--- config.mk ---
export PLATFORM = sky130hd
export DESIGN_NAME = sswag_div
export DESIGN_NICKNAME = d
export VERILOG_FILES = /design/src/sswag_pkg.sv /design/src/sswag_div.sv
export SDC_FILE = /design/constraint.sdc
export NUM_CORES = 2
export LEC_CHECK = 0
export ABC_AREA = 0
export BUFFER_PORTS_ARGS = -buffer_cell sky130_fd_sc_hd__buf_4
export CELL_PAD_IN_SITES_DETAIL_PLACEMENT = 0
export CELL_PAD_IN_SITES_GLOBAL_PLACEMENT = 2
export CORE_MARGIN = 1
export CORE_UTILIZATION = 47
export DETAILED_ROUTE_END_ITERATION = 6
export PLACE_DENSITY_LB_ADDON = 0.1
export SYNTH_ARGS = -nofsm -noshare
export SYNTH_HDL_FRONTEND = slang
export SYNTH_SLANG_ARGS = --single-unit
--- constraint.sdc ---
create_clock -name clk_i -period 4.4 [get_ports clk_i]
set_input_delay 0.22 -clock clk_i [delete_from_list [all_inputs] [get_ports clk_i]]
set_output_delay 0.22 -clock clk_i [all_outputs]
set_load 0.05 [all_outputs]
--- src/sswag_pkg.sv ---
`default_nettype none
package sswag_pkg;

  localparam int unsigned MaxDimDef   = 4096;
  localparam int unsigned SineBitsDef = 10;

  localparam int unsigned SizeW  = 13;  // frame size registers
  localparam int unsigned CoordW = 12;  // pixel coordinates
  localparam int unsigned RegW   = 16;  // widest register
  localparam int unsigned CfgIdxW = 4;
  localparam int unsigned AmpPixW = 12; // amplitude in pixels, at most 2047 for MaxDimDef
  localparam int unsigned MagW   = 17;  // sine magnitude, Q1.16 up to 1.0
  localparam int unsigned PhNumW = 36;  // freq * pos * 256
  localparam int unsigned SrcNumW = 26; // |shifted coord * (size - 1)|

  typedef enum logic [CfgIdxW-1:0] {
    REG_FRAME_WIDTH  = 4'd0,
    REG_FRAME_HEIGHT = 4'd1,
    REG_AMP_X        = 4'd2,
    REG_AMP_Y        = 4'd3,
    REG_FREQ_X       = 4'd4,
    REG_FREQ_Y       = 4'd5,
    REG_PHASE_X      = 4'd6,
    REG_PHASE_Y      = 4'd7
  } cfg_idx_e;

  typedef struct packed {
    logic [CoordW-1:0] out_col;
    logic [CoordW-1:0] out_row;
  } in_t;

  typedef struct packed {
    logic [CoordW-1:0] src_col;
    logic [CoordW-1:0] src_row;
    logic              inside_res;
  } out_t;

  // Long division by shift and subtract, used only while building the table.
  function automatic logic [63:0] udiv64(input logic [63:0] n, input logic [63:0] d);
    logic [63:0] q;
    logic [64:0] rem;
    q   = '0;
    rem = '0;
    for (int b = 63; b >= 0; b--) begin
      rem = {rem[63:0], n[b]};
      if (rem >= {1'b0, d}) begin
        rem  = rem - {1'b0, d};
        q[b] = 1'b1;
      end
    end
    return q;
  endfunction

  // Quarter-wave entry sin(pi/2 * i / 2^bits), Q1.16, Taylor series in Q2.30.
  function automatic logic [MagW-1:0] sine_entry(input int unsigned i,
                                                 input int unsigned bits);
    logic [63:0] x;
    logic [63:0] term;
    logic [63:0] div;
    longint      sum;
    longint      r;
    x = (64'd1686629713 * 64'(i) + (64'd1 << (bits - 1))) >> bits;
    sum = longint'(x);
    term = x;
    for (int k = 1; k <= 10; k++) begin
      term = (term * x) >> 30;
      term = (term * x) >> 30;
      div  = 64'(2 * k) * 64'(2 * k + 1);
      term = udiv64(term, div);
      if ((k % 2) == 1) sum = sum - longint'(term);
      else              sum = sum + longint'(term);
    end
    if (sum < 0) sum = 0;
    r = (sum + 64'sd8192) >>> 14;
    if (r > 65536) r = 65536;
    return MagW'(r);
  endfunction

endpackage
`default_nettype wire

--- src/sswag_div.sv ---
`default_nettype none
// Pipelined restoring divider, one quotient bit per stage.
module sswag_div import sswag_pkg::*; #(
  parameter int unsigned NW = 26,
  parameter int unsigned DW = 13,
  parameter int unsigned SW = 1
) (
  input  wire logic          clk_i,
  input  wire logic          en_i,
  input  wire logic [NW-1:0] num_i,
  input  wire logic [DW-1:0] den_i,
  input  wire logic [SW-1:0] side_i,
  output logic      [NW-1:0] quo_o,
  output logic      [SW-1:0] side_o
);

  logic [DW+NW-1:0] acc_q [NW];
  logic [SW-1:0]    side_q [NW];

  function automatic logic [DW+NW-1:0] div_step(input logic [DW+NW-1:0] a,
                                                input logic [DW-1:0] d);
    logic [DW+NW:0] s;
    logic [DW:0]    top;
    logic           ge;
    s   = {a, 1'b0};
    top = s[DW+NW:NW];
    ge  = top >= {1'b0, d};
    if (ge) top = top - {1'b0, d};
    return {top[DW-1:0], s[NW-1:1], ge};
  endfunction

  for (genvar i = 0; i < NW; i++) begin : g_stage
    logic [DW+NW-1:0] acc_in;
    logic [SW-1:0]    side_in;
    if (i == 0) begin : g_first
      assign acc_in  = {{DW{1'b0}}, num_i};
      assign side_in = side_i;
    end else begin : g_next
      assign acc_in  = acc_q[i-1];
      assign side_in = side_q[i-1];
    end
    always_ff @(posedge clk_i) begin
      if (en_i) begin
        acc_q[i]  <= div_step(acc_in, den_i);
        side_q[i] <= side_in;
      end
    end
  end

  assign quo_o  = acc_q[NW-1][NW-1:0];
  assign side_o = side_q[NW-1];

endmodule
`default_nettype wire

==> impl_metrics.ini <==
[run_status]
status = completed

[placed_design]
dp_hpwl_um = 67770
place.gp.congestion = 0.8583
placed_cells = 4915
place_area_sq_um = 52240
portBuffers = 68

[critical_path]
path_max_fanout = 14
critPathCaptureType = register
worstPathRequired_ns = 4.82
crit_type = input pin to register
reg2reg_depth = 10
arrival_ns = 4.07
startpoint_type = input pin

[die]
num_rows = 118
die_w_um = 327.1
core_sq_um = 104100
start_util_pct = 47.73
ioPinCount = 69
die_h_um = 327.1
die-area_sq_um = 107000

[synthesis]
synth_top_cell_by_area = edfxtp_1
synthTopCellsByArea = edfxtp_1, ha_1, mux2_2
synth_top_area_share_pct = 62.07
ys_ff_latch = 1027
syn_nets = 3856
ys.flop_type = edfxtp_1
yosys_warnings = 0
synth_compound_area_share_pct = 10.56
synthCells = 3463
synth-simple-area-share_pct = 6.538
synthXorXnorAreaFrac_pct = 3.420
synth_cell_types = 78
synth_top_family_by_area = compound AO/OA/AOI/OAI gates
avgSynthCellArea_sq_um = 14.35
synth-seq-area-share_pct = 62.07
synthAdderAreaFrac_pct = 9.202
async_flop_share_pct = 0
muxShareOfSynthArea_pct = 6.271
syn_area_sq_um = 49680
synth_edf_count = 1027

[sta]
worst-slew-pin-transition_ns = 1.077
relSlewSlack_pct = 28.14
rsz0062_at_grt = no
setup_violations = 0
fin_crit_sh_pct = 82.97
hold_ws_ns = 0.06942
drv_slew = 0
fmax_mhz = 273.9
hold_viol = 0
final.setup.tns_ns = 0
fin_crit_ns = 3.651
fin_skew_ns = 0.05644

[clock_tree]
cts_sinks = 1027
cts_tree = built
clk_latency_ns = 0.73
cts.clk_slew.worst_paths_ns = 0.06
htreeDepth = 3
post_cts_buffers = 0
root_buffer = clkbuf_16
numCtsBuffers = 107
clock_path_buffers = 3

[power]
vdd_drop_max_mv = 0.4280
p_leak_nw = 20.91
cellPowerDensity_nw_per_um2 = 679.6
power_mw = 38.01

[grt]
grt_overflow = 0
grt_pass1_wl_um = 156900
grt_pass1_vias = 28140
antenna_found_initial = 0
grt.total_usage_pct = 18.68
grt_start_max_net_pins = 103

[final_layout]
fin_cells = 5143
syn2layout_area_growth_pct = 12.59
drive_above_1_share_pct = 14.93
final_cell_mix = edfxtp_1, ha_1, mux2_2
final_nets = 4069
final_area_sq_um = 55940
final_common_cell = edfxtp_1
diodes = 0

[hold_path]
worstHoldPathCells = 1
hold_class = input pin to register

[routing]
drtIter0Drc = 1887
vias_per_cell = 5.496
drtPass1Iterations = 5
via_count = 28270
ant_nets = 0
wl_per_cell_um = 19.36
routed_wl_um = 99550
drc = 0

[run]
drv_cap = 0
==> stage by stage <==
stage	worst slack, ns	util [%]
final	0.7495	53.74
after floorplan	1.285	-
after global routing	0.4787	53.74
after global placement	0.6640	50.19
after detailed placement	0.5867	50.19
after CTS	0.7686	53.74
==> power breakdown <==
part / switching (mW) / internal, mW / total [mW]
combinational: 7.58 / 7.03 / 14.6
sequential: 1.08 / 13.7 / 14.8
clock: 3.81 / 4.79 / 8.60
==> cell usage after synthesis, drive strengths merged (22+ instances only) <==
cell type / count
edfxtp: 1027
ha: 327
mux2: 226
a21oi: 188
nor2: 176
o21ai: 154
inv: 137
nand2: 119
xnor2: 110
a21o: 87
xor2: 84
o21a: 73
nor3: 62
nor2b: 61
mux2i: 57
buf: 47
nand4: 40
a211oi: 35
nand2b: 33
nand3: 32
o211ai: 26
o31ai: 25
a21boi: 24
clkbuf: 24
fa: 24
and3: 22
o31a: 22
==> final cells by class <==
class,instances,area (sq um)
fillers,8510,48150
flip-flops and latches,1027,30840
multi-input cells,2228,17890
clock buffers,126,2749
well taps,1380,1727
repair buffers,175,1589
clock inverters,70,628.1
inverters,137,514.2
==> cell families after synthesis <==
family	Yosys count
simple gates	639
compound gates	761
xor+xnor	194
mux	283
fa+ha+maj	351
flops	1027
buf+inv	208
==> metal layers <==
metal	GRT usage (%)	up-vias	share of wire, %
met5	0	-	0
met4	6.024	0	2.6
met3	2.549	134	3.5
met2	30.44	468	47
met1	25.90	13780	47
li1	-	13890	-
==> critical path, stage by stage <==
cell	delay, ns
dlygate4sd3_1	0.53
buf_4	0.16
inv_1	0.44
buf_4	0.31
ha_1	0.31
nor2b_1	0.17
o31a_1	0.25
o21ai_0	0.30
o211ai_1	0.17
a21oi_1	0.20
o21a_1	0.58
mux2_2	0.42
==> path summary, 6_finish.rpt <==
kind	end	from	slack (ns)
max	acc_q[0][145]$_DFFE_PP_	den_i[2]	0.75
min	acc_q[0][51]$_DFFE_PP_	en_i	0.07
max reg2reg	acc_q[1][185]$_DFFE_PP_	acc_q[1][142]$_DFFE_PP_	1.12
min reg2reg	acc_q[0][484]$_DFFE_PP_	acc_q[0][444]$_DFFE_PP_	0.40
==> repair_timing <==
item                      4_1_cts  5_1_grt
hold buffers                   32        0
resized for setup               0        0
hold endpoints to repair       34        0
==> registers in the layout, summed over array words and instances, names as in the netlist <==
name / count
acc_q: 1001
side_q: 26
No activity file was read; power rests on OpenSTA's default activity.
